`src/rtl/sli_fifo.sv`:
```
// Small register queue with count-based full, used between pipeline sections.
`default_nettype none

module sli_fifo #(
  parameter int unsigned WIDTH = 8,
  parameter int unsigned DEPTH = 2
) (
  input  logic             clk_i,
  input  logic             rst_ni,
  input  logic             push_i,
  input  logic [WIDTH-1:0] data_i,
  output logic             ready_o,
  output logic             valid_o,
  input  logic             pop_i,
  output logic [WIDTH-1:0] data_o
);

  localparam int unsigned PTR_W = $clog2(DEPTH);
  localparam int unsigned CNT_W = $clog2(DEPTH + 1);

  logic [WIDTH-1:0] mem_q [DEPTH];
  logic [PTR_W-1:0] wr_ptr_q, wr_ptr_d;
  logic [PTR_W-1:0] rd_ptr_q, rd_ptr_d;
  logic [CNT_W-1:0] count_q, count_d;
  logic             do_push, do_pop;

  assign ready_o = (count_q < CNT_W'(DEPTH));
  assign valid_o = (count_q != '0);
  assign data_o  = mem_q[rd_ptr_q];
  assign do_push = push_i & ready_o;
  assign do_pop  = pop_i & valid_o;

  always_comb begin
    wr_ptr_d = wr_ptr_q;
    rd_ptr_d = rd_ptr_q;
    count_d  = count_q;
    if (do_push) begin
      wr_ptr_d = (wr_ptr_q == PTR_W'(DEPTH - 1)) ? '0 : wr_ptr_q + PTR_W'(1);
    end
    if (do_pop) begin
      rd_ptr_d = (rd_ptr_q == PTR_W'(DEPTH - 1)) ? '0 : rd_ptr_q + PTR_W'(1);
    end
    if (do_push && !do_pop) begin
      count_d = count_q + CNT_W'(1);
    end else if (!do_push && do_pop) begin
      count_d = count_q - CNT_W'(1);
    end
  end

  always_ff @(posedge clk_i or negedge rst_ni) begin
    if (!rst_ni) begin
      wr_ptr_q <= '0;
      rd_ptr_q <= '0;
      count_q  <= '0;
    end else begin
      wr_ptr_q <= wr_ptr_d;
      rd_ptr_q <= rd_ptr_d;
      count_q  <= count_d;
    end
  end

  always_ff @(posedge clk_i) begin
    if (do_push) begin
      mem_q[wr_ptr_q] <= data_i;
    end
  end

  a_count_bound: assert property (@(posedge clk_i) disable iff (!rst_ni)
    count_q <= CNT_W'(DEPTH))
    else $error("queue count above depth");

  a_push_shows: assert property (@(posedge clk_i) disable iff (!rst_ni)
    (push_i && count_q == '0) |=> valid_o)
    else $error("pushed word not visible");

endmodule

`default_nettype wire

```
`config.mk`:
```
export PLATFORM = sky130hd
export DESIGN_NAME = sli_fifo
export DESIGN_NICKNAME = d
export VERILOG_FILES = /design/src/rtl/sli_fifo.sv
export SDC_FILE = /design/constraint.sdc
export NUM_CORES = 1
export LEC_CHECK = 0
export ABC_AREA = 0
export ABC_CLOCK_PERIOD_IN_PS = 3700
export BUFFER_PORTS_ARGS = -buffer_cell sky130_fd_sc_hd__buf_2
export CAP_MARGIN = 30
export CORE_MARGIN = 2
export CORE_UTILIZATION = 34
export DETAILED_ROUTE_END_ITERATION = 10
export REMOVE_ABC_BUFFERS = 1
export SETUP_SLACK_MARGIN = 0.2
export SYNTH_ARGS = -nofsm -noshare
export SYNTH_HDL_FRONTEND = slang
export SYNTH_SLANG_ARGS = --single-unit
```
`constraint.sdc`:
```
create_clock -name clk_i -period 3.7 [get_ports clk_i]
set_input_delay 0 -clock clk_i [delete_from_list [all_inputs] [get_ports clk_i]]
set_output_delay 0 -clock clk_i [all_outputs]
set_load 0.02 [all_outputs]
```
After elaboration in Yosys (flattened, before gate mapping)
Memory sizes are Yosys's and may differ from the RTL's.
Cells that the tools add are included.
{ "op_classes": {"addsub": 4, "n_lt_le_gt_ge": 1, "n_mux": 6, "bitwise_logic": 2, "reduce_logical": 6} }
{ "ops": {"columns": ["cell", "count"], "rows": [
  ["$mux W1", 4],
  ["$mux W2", 2],
  ["$reduce_bool A2 Y1", 2],
  ["$add A1 B1 Y1 const B", 2],
  ["$add A2 B1 Y2 const B", 1],
  ["$and A1 B1 Y1", 2],
  ["$logic_and A1 B1 Y1", 2],
  ["$logic_not A1 Y1", 2],
  ["$lt A2 B2 Y1 const B", 1],
  ["$sub A2 B1 Y2 const B", 1]
]} }
{ "word_totals": {"regBits": 4, "ramBits": 16, "input_bits": 12, "out_inout_bits": 10, "word_cells": 23, "memories": 1} }
{ "mem_list": {"columns": ["name", "words", "word_bits", "rd", "rd_clocked_by_memory_dff", "write_ports", "line_no", "source"], "rows": [
  ["mem_q", 2, 8, 1, 0, 1, "21", "logic [WIDTH-1:0] mem_q [DEPTH];"]
]} }

Depth between registers and ports, before layout
{ "logic_depth": {"depth_word": 6, "depth_mapped": 6, "ltp_nobuf": 6} }

Worst setup path before layout
No wires, ideal clock.
{ "synth_timing": {"path_type": "reg2reg", "start": "register count_q[1]", "end": "memory mem_q[0][0] (enable)", "setup_ps": 373, "arrival_ps": 1046, "required_time_ps": 3327, "setup_slack_ps": 2281, "stages_incl_launch_ff": 3, "n_path_buf": 0, "synth_period_minus_slack_ps": 1419, "cell_sequence": "dfrtp_1 -> and2b_1 -> nor2b_1"} }
{ "synth_between": {"elab_chain_len": 4} }
{ "synth_lines": {"columns": ["element", "line_no", "source"], "rows": [
  ["from (decl)", "24", "logic [CNT_W-1:0] count_q, count_d;"],
  ["from (signal assigned)", "58", "count_q <= count_d;"],
  ["$lt A2 B2 Y1", "27", "assign ready_o = (count_q < CNT_W'(DEPTH));"],
  ["$and A1 B1 Y1", "30", "assign do_push = push_i & ready_o;"],
  ["net do_push", "25", "logic do_push, do_pop;"],
  ["$mux W1", "63", "if (do_push) begin"],
  ["$mux W1 (implied by the code)", "64", "mem_q[wr_ptr_q] <= data_i;"],
  ["to (decl)", "21", null]
]} }
The timed path passes the listed nets, and every way through them passes these cells.

Final worst setup path
{ "layout_timing": {"start": "register count_q[1]", "end": "memory mem_q[0][6] (enable)"} }
Same word-level chain as after synthesis.

==> results.txt <==
Area fraction of the dominant cell type after synthesis -> 0.611
Via count of the first global-routing pass -> 400
Latest clock arrival within the worst-skew pair -> 0.30 ns
Transition time at the pin with the least slew margin -> 0.688 ns
Master cell of the clock root buffer -> sky130_fd_sc_hd__clkbuf_4
Pre-CTS WS -> 2.11 ns
Count of port buffers added during placement -> 21
Overall Global Routing Usage -> 0.0941
Final Hold Vio Count -> 0
Reg2Reg Setup Slack -> 2.10 ns
Area contributors post-synth -> sky130_fd_sc_hd__edfxtp_1 61%, sky130_fd_sc_hd__dfrtp_1 13%, sky130_fd_sc_hd__mux2_2 11%, sky130_fd_sc_hd__xnor2_1 3.3%, sky130_fd_sc_hd__xor2_1 2.2%
Crit share post-route -> 0.433
Final std cell area, no fill -> 1070 um2
Total Negative Setup Slacks -> 0 ns
Max-cap viol count -> 0
Cell depth of the worst flop-to-flop path -> 2
Pwr Density -> 736 nW/um2
Setup skew after layout -> 0.00857 ns
TritonCTS sink count -> 20
Worst relative slew slack -> 0.541
Fin Hold WS -> 0.0122 ns
Total wire length -> 1.19 mm
Number of buffers between clock root and the deepest sink -> 2
Peak ir drop on the vdd network -> 339 uV
DIE AREA -> 2710 um2
TritonCTS buffer count -> 3
Leakage -> 0.428 nW
Most common cell in the synthesized netlist -> sky130_fd_sc_hd__edfxtp_1
Critical path capture point type -> flip-flop
Worst setup path end -> mem_q[0][6]
Total number of nets in the final design -> 90
Number of placed I/O pins -> 22
Placed inst area -> 915 um2
Reg2reg end -> mem_q[0][6]
YS warnings -> 0
Required arrival time at the worst endpoint -> 3.64 ns
Worst reg2reg path startpoint -> count_q[1]
Wire length per cell after detailed routing -> 11.5 um
Gate count after technology mapping -> 42
Count of vias placed by the detailed router -> 427
Number of inserted filler cells in the final layout -> 207
Router iterations before antenna repair -> 2
Post-CTS resize count -> 0
Clock period minus final worst setup slack -> 1.60 ns
Initial Utilization -> 0.359
Number of distinct library cells after synthesis -> 14
Status -> finished, final reports clean
Non-filler instance count after layout -> 104
DRC violations left -> 0
Critical Path Source Type -> flip-flop
Commonest cells post-synth -> 16 x sky130_fd_sc_hd__edfxtp_1, 8 x sky130_fd_sc_hd__mux2_2, 4 x sky130_fd_sc_hd__dfrtp_1, 3 x sky130_fd_sc_hd__xnor2_1, 2 x sky130_fd_sc_hd__xor2_1
Post-detail-place hpwl -> 837 um
Number of design-rule violations left by the first detailed-router iteration -> 11
Cell total after placement -> 90
Total inserted antenna cells -> 0
RSZ-0062 raised after global routing -> no
Last weighted congestion value of the routability-driven placer -> 0.655
Syn-to-layout area delta -> 35.8%
Synth async-reset ratio -> 0.200
Deepest level of the CTS H-tree -> 1
Synthesized area per cell -> 18.7 um2
Register Area -> 581 um2
Vertical extent of the die -> 52.1 um
Post-route setup slack -> 2.10 ns
Prevailing post-synth register cell -> sky130_fd_sc_hd__edfxtp_1
Total standard cell area after synthesis -> 786 um2
Type of the worst setup path -> reg2reg
Antenna-violating nets left -> 0
Wire length of the first global-routing pass -> 1.75 mm
Post-synth EDFFs -> 16
Clock-pin slew reported for the worst setup and hold paths after clock tree synthesis -> 0.12 ns
Final count of negative-setup-slack endpoints -> 0
Largest fanout of any net on the critical path -> 8
Grt total ovfl -> 0
Placeable core region -> 2190 um2
Initial antenna violation count -> 0
Pin count of the biggest net entering global routing -> 13
Type of the tightest min-delay check -> in2async
Ratio of cells with drive above 1 in the final layout -> 0.461
Peak clock frequency supported by timing -> 0.625 GHz
Via-to-Cell Ratio -> 4.11
Critical path data arrival time -> 1.54 ns
Number of core rows -> 17
Seq/Total Area, Yosys -> 0.739
Die span in x -> 52.1 um
Slew Limit Fails -> 0
TritonCTS clock tree -> yes
Multi-input logic area -> 190 um2
Start point of the critical path -> count_q[1]
Number of flip-flops and latches in the synthesized netlist -> 20
Yosys top cell by area -> sky130_fd_sc_hd__edfxtp_1
-- metal layers --
metal / share of wire / GRT usage / up-vias
met1: 0.47 / 0.107 / 189
li1: - / - / 218
met5: 0 / 0 / -
met4: 0.014 / 0.0526 / 0
met2: 0.45 / 0.158 / 18
met3: 0.065 / 0.0259 / 2
-- state kept, by name, indices dropped and copies added (netlist names) --
register	count
rd_ptr_q	1
wr_ptr_q	1
count_q	2
mem_q	16
-- per-stage QoR --
stage | power [W] | util
2_1_floorplan | 0.000536 | -
3_3_place_gp | 0.000608 | 0.417
3_5_place_dp | 0.000611 | 0.417
4_1_cts | 0.000795 | 0.487
5_1_grt | 0.000825 | 0.487
6_report | 0.000786 | 0.487
-- critical path, cell delays in order, from the launching register on --
cell,delay [ns]
sky130_fd_sc_hd__dfrtp_1,0.41
sky130_fd_sc_hd__and2b_1,0.25
sky130_fd_sc_hd__nor2b_1,0.58
-- timing repair --
| item | CTS | global route |
|---|---|---|
| endpoints found under the hold margin | 21 | 0 |
| setup buffers | 0 | 0 |
| hold buffers | 10 | 0 |
-- final cells by class --
type / instances / area share
inverter: 1 / 0.00352
sequential: 20 / 0.544
timing repair buffer: 31 / 0.192
tap: 28 / 0.0328
clock inverter: 1 / 0.0281
multi-input combinational: 20 / 0.178
clock buffer: 3 / 0.0211
-- report_power, final --
group | leakage, nW | total [W] | switching (W) | internal (W)
Clock | 0.0279 | 0.000176 | 0.0000661 | 0.000109
Sequential | 0.193 | 0.000345 | 0.0000410 | 0.000304
Combinational | 0.206 | 0.000265 | 0.000138 | 0.000128
-- worst min path at each step --
stage,startpoint,to,slack [ns],depth (start not counted)
5_1_grt,rst_ni,count_q[1],0.01,2
3_5_place_dp,rst_ni,count_q[1],-0.19,1
2_1_floorplan,rst_ni,count_q[0],-0.30,0
3_3_place_gp,rst_ni,count_q[1],-0.19,1
4_1_cts,rst_ni,count_q[1],0.007,2
6_report,rst_ni,count_q[1],0.01,2
-- kinds of logic (layout without fill, tap and decap cells) --
kind of cell  Yosys count  after routing  synth area share
xor+xnor                5              5            0.0557
fa+ha+maj               1              1            0.0159
buf+inv                 2             36            0.0191
flops                  20             20             0.739
mux                     8              8             0.115
simple gates            6              6            0.0557
-- placed cells by master (no fill, tap or decap), drive strengths merged --
cell,count
buf,21
and2,1
xor2,2
nor2b,1
ha,1
dlygate4sd3,10
dfrtp,4
inv,1
mux2,8
nor2,1
bufinv,1
edfxtp,16
and2b,1
xnor2,3
nand2,1
clkbuf,3
or2,1
Note: power is estimated with default switching activity, not from simulation.
