`src/rtl/sli_pkg.sv`:
```
// Shared constants and types for the sigmoid table interpolator.
`default_nettype none

package sli_pkg;

  // Default parameter values
  localparam int unsigned TABLE_NODES_DEF            = 256;
  localparam int unsigned LOG2_NODES_PER_UNIT_DEF    = 5;
  localparam int unsigned POSITION_FRACTION_BITS_DEF = 12;

  // Fixed field widths
  localparam int unsigned CODE_W     = 8;
  localparam int unsigned MANT_W     = 31;
  localparam int unsigned EXP_W      = 8;
  localparam int unsigned VALUE_W    = 16;
  localparam int unsigned CFG_DATA_W = 31;
  localparam int unsigned CFG_IDX_W  = 1;

  // |code| * mantissa stays below 2^38
  localparam int unsigned MAG_W = CODE_W + MANT_W - 1;

  // Queue depths
  localparam int unsigned MID_QUEUE_DEPTH = 4;
  localparam int unsigned OUT_QUEUE_DEPTH = 2;

  // Register reset values
  localparam logic [MANT_W-1:0]       MANT_RESET = 31'd1073741824;
  localparam logic signed [EXP_W-1:0] EXP_RESET  = -8'sd31;

  typedef enum logic [CFG_IDX_W-1:0] {
    REG_SCALE_MANTISSA = 1'b0,
    REG_SCALE_EXPONENT = 1'b1
  } cfg_reg_e;

  typedef enum logic {
    MODE_EVAL = 1'b0,
    MODE_LOAD = 1'b1
  } mode_e;

endpackage

`default_nettype wire

```
`src/rtl/sli_front.sv`:
```
// Front section: scales the code into a clamped table position, passes table loads along.
`default_nettype none

module sli_front #(
  parameter int unsigned TABLE_NODES            = sli_pkg::TABLE_NODES_DEF,
  parameter int unsigned LOG2_NODES_PER_UNIT    = sli_pkg::LOG2_NODES_PER_UNIT_DEF,
  parameter int unsigned POSITION_FRACTION_BITS = sli_pkg::POSITION_FRACTION_BITS_DEF,
  parameter int unsigned IDX_W                  = $clog2(TABLE_NODES + 1)
) (
  input  logic                                    clk_i,
  input  logic                                    rst_ni,
  input  logic                                    in_valid_i,
  output logic                                    in_ready_o,
  input  logic                                    mode_i,
  input  logic signed [sli_pkg::CODE_W-1:0]       code_i,
  input  logic [IDX_W-1:0]                        entry_index_i,
  input  logic [sli_pkg::VALUE_W-1:0]             entry_value_i,
  input  logic [sli_pkg::MANT_W-1:0]              mantissa_i,
  input  logic signed [sli_pkg::EXP_W-1:0]        exponent_i,
  output logic                                    out_valid_o,
  input  logic                                    out_ready_i,
  output logic                                    out_load_o,
  output logic [IDX_W-1:0]                        out_index_o,
  output logic [sli_pkg::VALUE_W-1:0]             out_value_o,
  output logic [POSITION_FRACTION_BITS:0]         out_weight_o
);

  localparam int unsigned F      = POSITION_FRACTION_BITS;
  localparam int unsigned MAG_W  = sli_pkg::MAG_W;
  localparam int unsigned POS_W  = $clog2(TABLE_NODES) + F + 1;
  localparam int unsigned SH_W   = sli_pkg::EXP_W + 2;
  localparam int unsigned WIDE_W = MAG_W + POS_W;
  localparam int unsigned MUL_W  = sli_pkg::CODE_W + sli_pkg::MANT_W;
  localparam logic [POS_W-1:0] TOP_POS  = POS_W'(TABLE_NODES << F);
  localparam logic [POS_W-1:0] HALF_POS = POS_W'((TABLE_NODES << F) / 2);
  localparam logic [IDX_W-1:0] IDX_MAX  = IDX_W'(TABLE_NODES - 1);
  localparam logic [F:0]       W_ONE    = (F + 1)'(1) << F;

  // stage 1: magnitude product and total shift
  logic                          s1_v_q;
  logic                          s1_load_q, s1_neg_q;
  logic [MAG_W-1:0]              s1_mag_q;
  logic signed [SH_W-1:0]        s1_sh_q;
  logic [IDX_W-1:0]              s1_index_q;
  logic [sli_pkg::VALUE_W-1:0]   s1_value_q;
  // stage 2: shifted magnitude
  logic                          s2_v_q;
  logic                          s2_load_q, s2_neg_q, s2_big_q;
  logic [POS_W-1:0]              s2_low_q;
  logic [IDX_W-1:0]              s2_index_q;
  logic [sli_pkg::VALUE_W-1:0]   s2_value_q;
  // stage 3: node index and weight
  logic                          s3_v_q;
  logic                          s3_load_q;
  logic [IDX_W-1:0]              s3_index_q, s3_index_d;
  logic [sli_pkg::VALUE_W-1:0]   s3_value_q;
  logic [F:0]                    s3_weight_q, s3_weight_d;

  logic                          rdy1, rdy2, rdy3;
  logic [sli_pkg::CODE_W-1:0]    abs_code;
  logic [MUL_W-1:0]              mul;
  logic signed [SH_W-1:0]        s1_sh_d;
  logic                          s2_big_d;
  logic [POS_W-1:0]              s2_low_d;
  logic [SH_W-1:0]               sh_u, n_u;
  logic [WIDE_W-1:0]             wide;
  logic [MAG_W-1:0]              trunc, rnd;
  logic                          over;
  logic [POS_W-1:0]              pos;

  // stall chain
  assign rdy3       = !s3_v_q || out_ready_i;
  assign rdy2       = !s2_v_q || rdy3;
  assign rdy1       = !s1_v_q || rdy2;
  assign in_ready_o = rdy1;

  // stage 1 logic
  assign abs_code = code_i[sli_pkg::CODE_W-1] ? sli_pkg::CODE_W'(-code_i)
                                               : sli_pkg::CODE_W'(code_i);
  assign mul      = MUL_W'(abs_code) * MUL_W'(mantissa_i);
  assign s1_sh_d  = $signed({{(SH_W - sli_pkg::EXP_W){exponent_i[sli_pkg::EXP_W-1]}},
                             exponent_i}) + SH_W'(LOG2_NODES_PER_UNIT + F);

  // stage 2 logic: left shift with overflow flag, or rounding right shift
  always_comb begin
    sh_u     = s1_sh_q;
    n_u      = -sh_u;
    wide     = '0;
    trunc    = '0;
    rnd      = '0;
    s2_big_d = 1'b0;
    s2_low_d = '0;
    if (!s1_sh_q[SH_W-1]) begin
      if (sh_u >= SH_W'(POS_W)) begin
        s2_big_d = |s1_mag_q;
      end else begin
        wide     = WIDE_W'(s1_mag_q) << sh_u;
        s2_big_d = |wide[WIDE_W-1:POS_W];
        s2_low_d = wide[POS_W-1:0];
      end
    end else if (n_u <= SH_W'(MAG_W)) begin
      trunc    = s1_mag_q >> (n_u - SH_W'(1));
      rnd      = MAG_W'(({1'b0, trunc} + (MAG_W + 1)'(1)) >> 1);
      s2_big_d = |rnd[MAG_W-1:POS_W];
      s2_low_d = rnd[POS_W-1:0];
    end
  end

  // stage 3 logic: domain offset, clamp, index and weight
  always_comb begin
    over = s2_big_q || (s2_low_q > HALF_POS);
    if (over) begin
      pos = s2_neg_q ? '0 : TOP_POS;
    end else begin
      pos = s2_neg_q ? HALF_POS - s2_low_q : HALF_POS + s2_low_q;
    end
    if (pos == TOP_POS) begin
      s3_index_d  = IDX_MAX;
      s3_weight_d = W_ONE;
    end else begin
      s3_index_d  = IDX_W'(pos >> F);
      s3_weight_d = {1'b0, pos[F-1:0]};
    end
    if (s2_load_q) begin
      s3_index_d = s2_index_q;
    end
  end

  always_ff @(posedge clk_i or negedge rst_ni) begin
    if (!rst_ni) begin
      s1_v_q <= 1'b0;
      s2_v_q <= 1'b0;
      s3_v_q <= 1'b0;
    end else begin
      if (rdy1) s1_v_q <= in_valid_i;
      if (rdy2) s2_v_q <= s1_v_q;
      if (rdy3) s3_v_q <= s2_v_q;
    end
  end

  always_ff @(posedge clk_i) begin
    if (rdy1) begin
      s1_load_q  <= (mode_i == sli_pkg::MODE_LOAD);
      s1_neg_q   <= code_i[sli_pkg::CODE_W-1];
      s1_mag_q   <= mul[MAG_W-1:0];
      s1_sh_q    <= s1_sh_d;
      s1_index_q <= entry_index_i;
      s1_value_q <= entry_value_i;
    end
    if (rdy2) begin
      s2_load_q  <= s1_load_q;
      s2_neg_q   <= s1_neg_q;
      s2_big_q   <= s2_big_d;
      s2_low_q   <= s2_low_d;
      s2_index_q <= s1_index_q;
      s2_value_q <= s1_value_q;
    end
    if (rdy3) begin
      s3_load_q   <= s2_load_q;
      s3_index_q  <= s3_index_d;
      s3_value_q  <= s2_value_q;
      s3_weight_q <= s3_weight_d;
    end
  end

  assign out_valid_o  = s3_v_q;
  assign out_load_o   = s3_load_q;
  assign out_index_o  = s3_index_q;
  assign out_value_o  = s3_value_q;
  assign out_weight_o = s3_weight_q;

  a_weight_bound: assert property (@(posedge clk_i) disable iff (!rst_ni)
    (s3_v_q && !s3_load_q) |-> (s3_weight_q <= W_ONE))
    else $error("weight above one node step");

  a_full_weight_last: assert property (@(posedge clk_i) disable iff (!rst_ni)
    (s3_v_q && !s3_load_q && s3_weight_q[F]) |-> (s3_index_q == IDX_MAX))
    else $error("full weight away from last interval");

endmodule

`default_nettype wire

```
`config.mk`:
```
export PLATFORM = sky130hd
export DESIGN_NAME = sli_front
export DESIGN_NICKNAME = d
export VERILOG_FILES = /design/src/rtl/sli_pkg.sv /design/src/rtl/sli_front.sv
export SDC_FILE = /design/constraint.sdc
export NUM_CORES = 1
export LEC_CHECK = 0
export BUFFER_PORTS_ARGS = -buffer_cell sky130_fd_sc_hd__buf_4
export CAP_MARGIN = 25
export CORE_UTILIZATION = 30
export CTS_BUF_LIST = sky130_fd_sc_hd__clkbuf_16
export CTS_CLUSTER_DIAMETER = 150
export DETAILED_ROUTE_END_ITERATION = 8
export SLEW_MARGIN = 30
export SYNTH_ARGS = -nofsm -noshare
export SYNTH_HDL_FRONTEND = slang
export SYNTH_SLANG_ARGS = --single-unit
export TNS_END_PERCENT = 5
```
`constraint.sdc`:
```
create_clock -name clk_i -period 11.9 [get_ports clk_i]
set_input_delay 0.595 -clock clk_i [delete_from_list [all_inputs] [get_ports clk_i]]
set_output_delay 0.595 -clock clk_i [all_outputs]
set_load 0.01 [all_outputs]
```
* Yosys cells after proc, flatten, opt, wreduce, memory -nomap -nowiden
Cells that the tools add are included.
** Word-level totals
- Logic and storage cells :: 57
- Output and inout bits :: 41
- Input port bits :: 77
- Register bits :: 166
** Cells by class
- Equality and inequality tests :: 1
- Add/subtract/negate cells :: 7
- Shift-type cells :: 2
- Multiplexer cells :: 13
- $lt $le $gt $ge :: 3
- Reductions and logical operators :: 10
- Multipliers :: 1
** Operators by type and width (number)
- $mux 21 :: 6
- $reduce_or 38->1 :: 2
- $shl 38x10->59 :: 1
- $add 38x1->39 const B :: 1
- $mul 8x31->38 :: 1
- $shr 38x10->38 :: 1
- $add 20x21->21 const A :: 1
- $eq 21x21->1 const B :: 1
- $gt 21x20->1 const B :: 1
- $sub 20x21->21 const A :: 1
- $mux 9 :: 2
- $reduce_or 17->1 :: 1
- $mux 13 :: 1
- $ge 10x5->1 const B :: 1
- $le 10x6->1 const B :: 1
- $neg 10->10 :: 1
- $sub 10x1->10 const B :: 1
- $add 8x6->9 const B :: 1
- $mux 8 :: 1
- $neg 8->8 :: 1
- $logic_or 1x1->1 :: 4
- $logic_not 1->1 :: 3
- $mux 1 :: 3

* Longest topological paths before layout
Gate-level depths: netlist (run 1).
- Word-level depth :: 7
- Depth in mapped cells :: 29
- Gate-level depth less buffers :: 28

* Worst setup path after synthesis (run 1)
OpenSTA, ideal clock, no wires.
- Path type :: register to register
- Start point :: register s1_sh_q[1]
- End point :: register s2_big_q, data pin
- Data required time :: 11.627 ns
- Library setup time :: 0.273 ns
- Cell stages (with the launch flop) :: 26
- Path slack :: 5.105 ns
- Arrival :: 6.523 ns
- Path buffers :: 7
- Clock period less this slack :: 6.795 ns
- Cell sequence :: edfxtp_1 -> buf_2 -> clkbuf_1 -> buf_1 -> clkbuf_1 -> inv_1 -> ha_1 -> buf_2 -> nor4bb_1 -> a211oi_1 -> nor3_1 -> nor2_1 -> clkbuf_1 -> buf_1 -> nor3_1 -> inv_1 -> o32ai_1 -> and2_1 -> ha_1 -> and4_1 -> nand4b_1 -> nor4_1 -> o21ai_1 -> a221o_1 -> nor4_1 -> o211ai_1
** On the way
- Cells in the longest elaborated chain, start to end :: 7
- Elaborated cells between the ends (all ways) :: 12
- Those cells by class :: 3 x add/sub; 2 x order compare; 2 x shift; 3 x mux; 2 x reduce/logical
** RTL lines
- start, declared :: line sli_front.sv:43 : logic signed [SH_W-1:0] s1_sh_q;
- start signal, assigned :: line sli_front.sv:146 : s1_sh_q <= s1_sh_d;
- $neg 10->10 :: line sli_front.sv:87 : n_u = -sh_u;
- $sub 10x1->10 :: line sli_front.sv:102 : trunc = s1_mag_q >> (n_u - SH_W'(1));
- $shr 38x10->38 :: line sli_front.sv:102
- $add 38x1->39 :: line sli_front.sv:103 : rnd = MAG_W'(({1'b0, trunc} + (MAG_W + 1)'(1)) >> 1);
- $reduce_or 17->1 :: line sli_front.sv:104 : s2_big_d = |rnd[MAG_W-1:POS_W];
- $mux 1 :: line sli_front.sv:101 : end else if (n_u <= SH_W'(MAG_W)) begin
- $mux 1 * :: line sli_front.sv:93 : if (!s1_sh_q[SH_W-1]) begin
- named net s2_big_d :: line sli_front.sv:63 : logic s2_big_d;
- end signal, assigned :: line sli_front.sv:153 : s2_big_q <= s2_big_d;
- end, declared :: line sli_front.sv:48 : logic s2_load_q, s2_neg_q, s2_big_q;
Mark *: on every way through the listed nets, which the timed path passes. The rest lies on a longest branch.
A chain may end at the register's enable or synchronous reset.

* Worst setup path after layout (run 1)
Same ends and word-level chain as after synthesis.

==> results of run 1 <==
==> kinds of logic after synthesis <==
| logic type | count (synthesis) | share of synthesized area |
|---|---|---|
| adders and majority gates | 240 | 0.217 |
| buffers and inverters | 321 | 0.0618 |
| xor gates and xnor gates | 95 | 0.0420 |
| and+or+nand+nor | 779 | 0.195 |
| muxes | 147 | 0.119 |
| DFF | 165 | 0.249 |
| AOI/OAI and AO/OA | 343 | 0.115 |
==> registers in the layout (all words and copies together), names as in the netlist, 9 cells and up <==
name / flops
s2_value_q: 16
s2_index_q: 9
out_index_o: 9
s2_low_q: 21
s1_value_q: 16
s1_index_q: 9
out_value_o: 16
s1_sh_q: 9
s1_mag_q: 38
out_weight_o: 13
==> power breakdown <==
| group | internal (mW) | total (mW) | switching [mW] |
|---|---|---|---|
| sequential | 0.867 | 1.04 | 0.175 |
| combinational | 1.26 | 2.90 | 1.64 |
| clock | 0.302 | 0.563 | 0.261 |
==> worst reg2reg max path, cell delays in order, from the launching register on <==
cell      delay, ps
edfxtp_1        320
buf_4           630
inv_1           350
ha_2            450
buf_4           530
nor4bb_1        170
a211oi_1        420
o21ai_0         170
nand2_1         410
buf_4           340
mux2i_1         120
o2111a_1        240
nor4_1          460
ha_1            310
and4_1          230
nand4b_1        100
nor4_1          790
o21ai_1         150
a221o_1         380
nor4_1          340
o211ai_1        150
==> final cells by class <==
cell class | count | area share
timing repair buffer | 146 | 0.0495
clock buffer | 17 | 0.0192
tap | 855 | 0.0482
inverter | 208 | 0.0352
multi-input combinational | 1604 | 0.617
sequential | 165 | 0.223
clock inverter | 15 | 0.00812
==> through the flow <==
step / hold slack, ps / instances / instance area (sq um)
final: 307 / 3010 / 22200
after global routing: 280 / 3010 / 22200
after CTS: 278 / 3010 / 22200
after detailed placement: 387 / 2977 / 21600
after global placement: 383 / 2977 / 21600
after floorplan: 299 / 2090 / 19800
==> cell usage in the layout (no fill, tap or decap), types with 13 or more instances in the layout <==
cell type    n
and2_1      44
mux4_2      70
o22ai_1     21
clkbuf_16   17
nand3_1     36
ha_1        66
or2_2       17
mux2i_1     67
and3_1      15
edfxtp_1   162
nor3_1      50
a21o_1      13
inv_1      206
nor2b_1     94
a211oi_1    13
nand2b_1    26
o21ai_0     89
xnor2_1     62
buf_4      145
a21oi_1     63
nor4_1      27
nand2_1    251
xor2_1      28
or3_1       15
fa_1       173
nand4_1     13
o21a_1      13
nor2_1     146
a31oi_1     17
==> layer usage <==
layer | share of wire | track usage
met2 | 0.48 | 0.281
met5 | 0 | 0
met3 | 0.067 | 0.0289
met1 | 0.43 | 0.222
met4 | 0.022 | 0.0482
==> worst paths after layout <==
kind,from,endpoint
max,s1_sh_q[1]$_DFFE_PP_,s2_big_q$_DFFE_PP_
min,entry_value_i[2],s1_value_q[2]$_DFFE_PP_
max reg2reg,s1_sh_q[1]$_DFFE_PP_,s2_big_q$_DFFE_PP_
min reg2reg,s2_value_q[9]$_DFFE_PP_,out_value_o[9]$_DFFE_PP_
max in group asynchronous,rst_ni,s1_v_q$_DFFE_PN0P_
min in group asynchronous,rst_ni,s2_v_q$_DFFE_PN0P_
==> summary.txt, run 1 <==
Final layout
  – FF+latch area: 4940 sq um
  – # diodes: 0
  – Area of the multi-input gates: 13700 sq um
  – Ratio of cells with drive above 1 in the final layout: 0.136
  – NumNets Final: 2459
  – # fillers: 6634
  – Post-Route Utilization: 0.342
  – Area delta synth->final: 12.1%

Timing
  – Max Clk Rate: 136 MHz
  – Fin Setup TNS: 0 ps
  – Worst setup margin: 4570 ps
  – Final Skew: 16.8 ps
  – Slew @ Worst Pin: 1040 ps
  – Fin. Hold Viols: 0
  – Period utilisation layout: 0.616
  – Slew Limit Fails: 0
  – Worst slew margin: 0.298
  – Setup violators final: 0
  – Min Tclk post-route: 7330 ps
  – RSZ-0062 raised after global routing: false

Critical path
  – CP required: 12080 ps
  – Worst path slowest cell: nor4_1
  – Worst path max stage delay: 790 ps
  – CP Launch Type: register
  – Crit path depth: 20
  – R2r worst-path depth: 20
  – Worst path top cell family by delay: simple AND/OR/NAND/NOR gates
  – Worst Path Buf+Inv: 4
  – Crit path capture type: register
  – R2r setup slk: 4570 ps
  – WP data arrival: 7510 ps
  – Critical path class: reg2reg
  – CP Max Fanout: 63
  – Critical Path, Cell by Cell: buf_4, inv_1, ha_2, buf_4, nor4bb_1, a211oi_1, o21ai_0, nand2_1, buf_4, mux2i_1, o2111a_1, nor4_1, ha_1, and4_1, nand4b_1, nor4_1, o21ai_1, a221o_1, nor4_1, o211ai_1

Min path
  – Hold Crit Depth: 1
  – HP Class: in2reg

GRT
  – Vias in the first global route: 16200
  – Largest net degree at the start of global routing: 64
  – Initial antenna violation count: 0
  – GRT Total Usage: 0.168
  – Overflow after GRT: 0
  – First-pass GRT wire length: 89600 microns

Floorplan
  – I/O Pins: 118
  – Die height: 259 microns
  – Initial core utilization: 0.306
  – Die Footprint: 67100 sq um
  – Core area: 64800 sq um
  – # rows: 93
  – Die W: 259 microns

Clocking
  – H-tree levels: 4
  – Resized Gates After CTS: 0
  – Hold Buf Count CTS: 1
  – Reg clk slew, reported paths: 70 ps
  – Num CTS Buffers: 17
  – Clock latency at the later pin of the worst-skew pair: 460 ps
  – CTS tree: done
  – Clock Tree Buf Depth: 2
  – Number of setup buffers added after CTS: 0
  – Clk Tree Root Cell: clkbuf_16
  – CTS Sinks: 165

Yosys
  – Synth Cell Area: 19800 sq um
  – Synthesis-stage register bit count: 165
  – Fraction of synthesis flops using an asynchronous set or reset pin: 0.0182
  – Number of flops mapped to enable cells by yosys: 162
  – Most used DFF post-synth: edfxtp_1
  – Net count after synthesis: 2407
  – Mean post-synth cell area: 9.48 sq um
  – Synth cell types: 81
  – Top-count cell post-synth: nand2_1
  – Largest area contributor in the netlist: edfxtp_1
  – Register area share after synthesis: 0.249
  – Synth top area share: 0.246
  – Synth cell count leaders: nand2_1, inv_1, fa_1
  – Synth warnings: 0
  – Cell count after synthesis: 2090
  – Area contributors post-synth: edfxtp_1, fa_1, mux4_2

Detailed routing
  – Drt first pass iters: 5
  – Vias per Instance: 5.33
  – DRC Markers: 0
  – DR vias: 16000
  – Wire per inst: 18.7 microns
  – Final ANT Viol Nets: 0
  – DRT iter0 DRCs: 1449
  – Total wire length: 56300 microns

Pwr
  – Peak supply drop: 0.000100 V
  – Pwr Total: 4.50 mW
  – Pwr dens: 203 nW/um^2
  – Pleak: 8.84 nW

Placed design
  – Post-place setup slack: 4360 ps
  – PortBufs: 117
  – Routability congestion estimate from global placement: 0.988
  – DPL Wire Length: 44200 microns

Run
  – Max cap viols: 0

Outcome
  – Status: finished clean
Power figures use the tool's default switching activity.
==> run 2, diff against run 1 <==
--- a/config.mk
+++ b/config.mk
@@ -5,6 +5,7 @@
 export SDC_FILE = /design/constraint.sdc
 export NUM_CORES = 1
 export LEC_CHECK = 0
+export ABC_AREA = 1
 export BUFFER_PORTS_ARGS = -buffer_cell sky130_fd_sc_hd__buf_4
 export CAP_MARGIN = 25
 export CORE_UTILIZATION = 30
==> constraint.sdc (replaced) <==
create_clock -name clk_i -period 6.42 [get_ports clk_i]
set_input_delay 0.321 -clock clk_i [delete_from_list [all_inputs] [get_ports clk_i]]
set_output_delay 0.321 -clock clk_i [all_outputs]
set_load 0.01 [all_outputs]
==> run 2 against run 1 <==
Routed wire length is 12% higher. Synthesized cell count increased by 35%. Flip-flop and latch count stayed put. Largest cell class unchanged.
==> summary.txt, run 2 <==
Final layout
  – Most frequent cells in the layout: nand2_1, inv_1, nor2_1
  – Register with the most flip-flops: s1_mag_q
  – Top Registers: s1_mag_q (38), s2_low_q (21)
  – Area delta synth->final: 12.9%
  – NumNets Final: 3217
  – Max reg flops: 38
  – # diodes: 0
  – Finished Cell Area: 23200 sq um
  – Ratio of cells with drive above 1 in the final layout: 0.113
  – Most common cell after layout, fill and taps aside: nand2_1
  – FF+latch area: 4940 sq um
  – Area of the multi-input gates: 13600 sq um
  – # fillers: 7226
  – Post-Route Utilization: 0.344

Floorplan
  – Die height: 264 microns
  – Initial core utilization: 0.305
  – Die Footprint: 69500 sq um
  – I/O Pins: 118
  – # rows: 95
  – Core area: 67400 sq um
  – Die W: 264 microns

GRT
  – Overflow after GRT: 0
  – Vias in the first global route: 18500
  – GRT Total Usage: 0.182
  – Initial antenna violation count: 1
  – Largest net degree at the start of global routing: 85
  – First-pass GRT wire length: 101000 microns

Yosys
  – Net count after synthesis: 3133
  – Synth warnings: 0
  – Synth cell types: 60
  – Register area share after synthesis: 0.241
  – Synth cell count leaders: nand2_1, inv_1, nor2_1
  – Synth top area share: 0.237
  – Synthesis-stage register bit count: 165
  – Largest area contributor in the netlist: edfxtp_1
  – Number of flops mapped to enable cells by yosys: 162
  – Mean post-synth cell area: 7.29 sq um
  – Area contributors post-synth: edfxtp_1, fa_1, nand2_1
  – Most used DFF post-synth: edfxtp_1
  – Top-count cell post-synth: nand2_1
  – Synth Cell Area: 20500 sq um
  – Fraction of synthesis flops using an asynchronous set or reset pin: 0.0182
  – Cell count after synthesis: 2816

Detailed routing
  – Drt first pass iters: 6
  – DRT iter0 DRCs: 1549
  – Vias per Instance: 5.01
  – Wire per inst: 16.6 microns
  – Total wire length: 62900 microns
  – DR vias: 19000
  – Final ANT Viol Nets: 0
  – DRC Markers: 0

Critical path
  – Crit path depth: 34
  – Critical path class: in2reg
  – Worst path top cell family by delay: adder cells
  – R2r worst-path depth: 36
  – R2r setup slk: 830 ps
  – Worst path slowest cell: fa_1
  – Worst R2R Start: s1_sh_q[0]$_DFFE_PP_
  – Critical Path Source: code_i[0]
  – R2r endpoint: s2_big_q$_DFFE_PP_
  – Worst path max stage delay: 540 ps
  – End point of the critical path: s1_mag_q[37]$_DFFE_PP_
  – Worst Path Buf+Inv: 8
  – CP Launch Type: input port
  – Most frequent CP cell: inv_1
  – CP Max Fanout: 20
  – CP required: 6620 ps
  – WP data arrival: 6060 ps
  – Crit path capture type: register

Timing
  – Fin. Hold Viols: 0
  – Worst slew margin: 0.425
  – Fin Setup TNS: 0 ps
  – Setup violators final: 0
  – Slew Limit Fails: 0
  – Hold WS: 38.5 ps
  – Max Clk Rate: 171 MHz
  – RSZ-0062 raised after global routing: false
  – Final Skew: 18.7 ps
  – Min Tclk post-route: 5860 ps
  – Period utilisation layout: 0.912
  – Slew @ Worst Pin: 853 ps

Pwr
  – Peak supply drop: 0.000195 V
  – Pleak: 10.6 nW
  – Pwr dens: 312 nW/um^2

Run
  – Max cap viols: 0

Clocking
  – Clk Tree Root Cell: clkbuf_16
  – Number of setup buffers added after CTS: 0
  – H-tree levels: 4
  – Clock Tree Buf Depth: 2
  – Reg clk slew, reported paths: 70 ps
  – CTS Sinks: 165
  – CTS tree: done
  – Num CTS Buffers: 17
  – Clock latency at the later pin of the worst-skew pair: 460 ps

Outcome
  – Status: finished clean

Placed design
  – DPL Wire Length: 50500 microns
  – Routability congestion estimate from global placement: 0.960
  – PortBufs: 117
  – Placed inst area: 22600 sq um

Min path
  – Hold Crit Depth: 1
  – HP Class: in2reg
[run 2: worst register-to-register path, delay by kind of cell, from the launching register on]
kind / cells / cell delay [ps]
compound gates: 2 / 290
flops: 1 / 420
fa+ha+maj: 2 / 440
simple gates: 25 / 3260
buf+inv: 7 / 950
[run 2: worst min-delay path by stage]
stage	slack [ps]	end	from
floorplan	30	out_valid_o$_DFFE_PN0P_	rst_ni
global placement	110	out_valid_o$_DFFE_PN0P_	rst_ni
detailed placement	120	out_valid_o$_DFFE_PN0P_	rst_ni
CTS	0.6	s1_v_q$_DFFE_PN0P_	in_valid_i
global route	10	s1_value_q[5]$_DFFE_PP_	entry_value_i[5]
finish	40	s1_value_q[8]$_DFFE_PP_	entry_value_i[8]
[run 2: repair_timing]
| item | 4_1_cts | 5_1_grt |
|---|---|---|
| hold endpoints to repair | 5 | 0 |
| setup endpoints to repair | 0 | 1 |
| hold buffers | 3 | 0 |
| gates resized for setup | 0 | 3 |
[run 2: logic make-up (layout without fill, tap and decap cells)]
group,after synthesis,in the layout,synth area share
AOI/OAI and AO/OA,300,300,0.0834
xor gates and xnor gates,62,62,0.0265
adders and majority gates,240,240,0.210
buffers and inverters,535,632,0.103
DFF,165,165,0.241
muxes,36,36,0.0176
and+or+nand+nor,1478,1478,0.319
[run 2: per-layer routing]
layer / share of wire / vias to the layer above / GRT usage / wire length (microns)
li1: - / 9333 / - / -
met1: 0.46 / 8842 / 0.249 / 28700
met3: 0.061 / 109 / 0.0237 / 3860
met2: 0.45 / 682 / 0.297 / 28400
met4: 0.030 / 0 / 0.0620 / 1920
met5: 0 / - / 0 / 0
[run 2: per-stage QoR]
stage,total power [mW],worst slack (ps),std cells
after floorplan,4.88,0.0906,2816
after global placement,6.19,49.8,3751
after detailed placement,6.20,1.03,3751
after CTS,7.25,491,3786
after global routing,7.89,26.0,3786
final,7.23,563,3786
[run 2: final cells by class]
type | instances | area share
Timing Repair Buffer | 184 | 0.0621
Sequential cell | 165 | 0.213
Tap cell | 873 | 0.0471
Clock inverter | 15 | 0.00626
Multi-Input combinational cell | 2116 | 0.585
Clock buffer | 17 | 0.0184
Inverter | 416 | 0.0675
[run 2: report_power, final]
group	switching, mW	leakage (nW)	internal (mW)
logic	2.70	8.60	1.69
clock network	0.482	0.284	0.513
registers	0.250	1.71	1.59
==> run 3, diff against run 2 <==
==> constraint.sdc (replaced) <==
create_clock -name clk_i -period 6.42 [get_ports clk_i]
set_input_delay 1.284 -clock clk_i [delete_from_list [all_inputs] [get_ports clk_i]]
set_output_delay 1.284 -clock clk_i [all_outputs]
set_load 0.01 [all_outputs]
==> run 3 against run 2 <==
The run now ends with setup timing left. Critical path depth grew 3. Largest cell class unchanged. Power grew 13%. Via count grew 2.1%. Global-route usage grew 0.50 points. Non-clock buffer count grew 90. Register-to-register slack lost 120 ps. Maximum frequency shrank 10%. Worst hold slack gained 380 ps. Combinational power grew 21%.
==> summary.txt, run 3 (same netlist as run 2, synthesis figures left out) <==
Final layout
  – Area delta synth->final: 17.7%
  – Max reg flops: 38
  – Post-Route Utilization: 0.359
  – NumNets Final: 3307
  – Register with the most flip-flops: s1_mag_q
  – Ratio of cells with drive above 1 in the final layout: 0.159
  – Non-Filler Instances: 3876
  – FF+latch area: 4940 sq um
  – Area of the multi-input gates: 13800 sq um
  – Most common cell after layout, fill and taps aside: nand2_1
  – # fillers: 7139
  – Most frequent cells in the layout: nand2_1, inv_1, nor2_1
  – # diodes: 0
  – Top Registers: s1_mag_q (38), s2_low_q (21)

GRT
  – Largest net degree at the start of global routing: 86
  – Met3 GRT Util: 0.0249
  – First-pass GRT wire length: 104000 microns
  – Top Usage Layer GRT: met2
  – Overflow after GRT: 0
  – Met2 Track Usage GR: 0.318
  – Grt met1 use: 0.247
  – Vias in the first global route: 18900
  – Initial antenna violation count: 1
  – GRT Total Usage: 0.187

Pwr
  – Pwr dens: 337 nW/um^2
  – Peak supply drop: 0.000205 V
  – Pleak: 11.1 nW

Timing
  – Min Tclk post-route: 6530 ps
  – Max Clk Rate: 153 MHz
  – Setup violators final: 2
  – Fin. Hold Viols: 0
  – Slew Limit Fails: 0
  – Period utilisation layout: 1.02
  – Slew @ Worst Pin: 931 ps
  – Worst slew margin: 0.377
  – Worst setup margin: -112 ps
  – Final Skew: 17.1 ps
  – RSZ-0062 raised after global routing: true

Clocking
  – Reg clk slew, reported paths: 70 ps
  – CTS tree: done
  – Clock Tree Buf Depth: 2
  – Clock latency at the later pin of the worst-skew pair: 460 ps
  – Clk Tree Root Cell: clkbuf_16
  – Num CTS Buffers: 17
  – H-tree levels: 4
  – CTS Sinks: 165

Detailed routing
  – DR vias: 19400
  – Total wire length: 64500 microns
  – DRT iter0 DRCs: 1588
  – Drt first pass iters: 6
  – DRC Markers: 0
  – Final ANT Viol Nets: 0
  – Vias per Instance: 4.99
  – Wire per inst: 16.6 microns

Critical path
  – Critical path class: in2reg
  – Worst path max stage delay: 550 ps
  – CP Max Fanout: 4
  – R2r worst-path depth: 33
  – Worst path slowest cell: fa_1
  – Worst R2R Start: s1_sh_q[1]$_DFFE_PP_
  – Crit path capture type: register
  – Critical Path Source: code_i[1]
  – CP Launch Type: input port
  – WP data arrival: 6730 ps
  – R2r endpoint: s2_big_q$_DFFE_PP_
  – CP required: 6610 ps
  – R2r setup slk: 710 ps

Min path
  – Hold Startpoint: s2_value_q[4]$_DFFE_PP_
  – HP Class: reg2reg
  – Hold Path Sink: out_value_o[4]$_DFFE_PP_
  – Hold Crit Depth: 0

Run
  – Max cap viols: 0

Placed design
  – DPL Wire Length: 52500 microns
  – Dpl cells: 3836
  – PortBufs: 117
  – Routability congestion estimate from global placement: 0.963

Floorplan
  – Die W: 264 microns
  – # rows: 95
  – I/O Pins: 118
  – Die Footprint: 69500 sq um
  – Initial core utilization: 0.305
  – Core area: 67400 sq um
  – Die height: 264 microns

Outcome
  – Failing checks: setup timing
  – Status: finished with violations
==> run 3: worst max-delay path, delay by kind of cell <==
kind                       cells  cell delay, ps
adders and majority gates      6            2410
AOI/OAI and AO/OA             12            1450
and+or+nand+nor                9             940
buffers and inverters          9             500
xor gates and xnor gates       1             160
==> run 3: worst max-delay path by stage <==
stage	endpoint	cells past startpoint	slack [ps]
2_1_floorplan	s1_mag_q[37]$_DFFE_PP_	39	-760
3_3_place_gp	s1_mag_q[37]$_DFFE_PP_	38	-690
3_5_place_dp	s1_mag_q[37]$_DFFE_PP_	37	-800
4_1_cts	s1_mag_q[37]$_DFFE_PP_	38	-130
5_1_grt	s1_mag_q[37]$_DFFE_PP_	37	-430
6_report	s1_mag_q[37]$_DFFE_PP_	37	-110
==> run 3: what timing repair did <==
| action | 4_1_cts | 5_1_grt |
|---|---|---|
| pin swaps | 10 | 40 |
| endpoints found under the setup margin | 8 | 13 |
| resized for setup | 18 | 50 |
| hold buffers | 0 | 0 |
| setup buffers | 3 | 5 |
==> run 3: power breakdown <==
part           internal, mW  switching [mW]
Clock                 0.511           0.480
Combinational          2.35            2.97
Sequential             1.59           0.241
==> run 3: metrics by stage <==
step / area [sq um] / power, mW / hold slack [ps] / setup TNS (ps) / setup WS (ps)
floorplan: 20700 / 4.92 / 400 / -6440 / -759
detailed placement: 23300 / 6.85 / 405 / -7970 / -799
finish: 24200 / 8.15 / 418 / -177 / -112
global route: 24200 / 8.88 / 425 / -2660 / -434
CTS: 23900 / 7.99 / 420 / -583 / -130
global placement: 23300 / 6.84 / 401 / -7170 / -695
==> run 3: per-layer routing <==
metal  vias up  routed length, microns
met5         -                      11
met4         2                    1520
met3        83                    3530
met2       643                   30700
met1      9110                   28700
li1       9519                       -
==> run 3: cell type report <==
| type | count | share of cell area |
|---|---|---|
| Sequential cell | 165 | 0.204 |
| Tap cell | 873 | 0.0452 |
| Clock inverter | 15 | 0.00575 |
| Timing Repair Buffer | 274 | 0.0899 |
| Clock buffer | 17 | 0.0176 |
| Multi-Input combinational cell | 2116 | 0.572 |
| Inverter | 416 | 0.0651 |
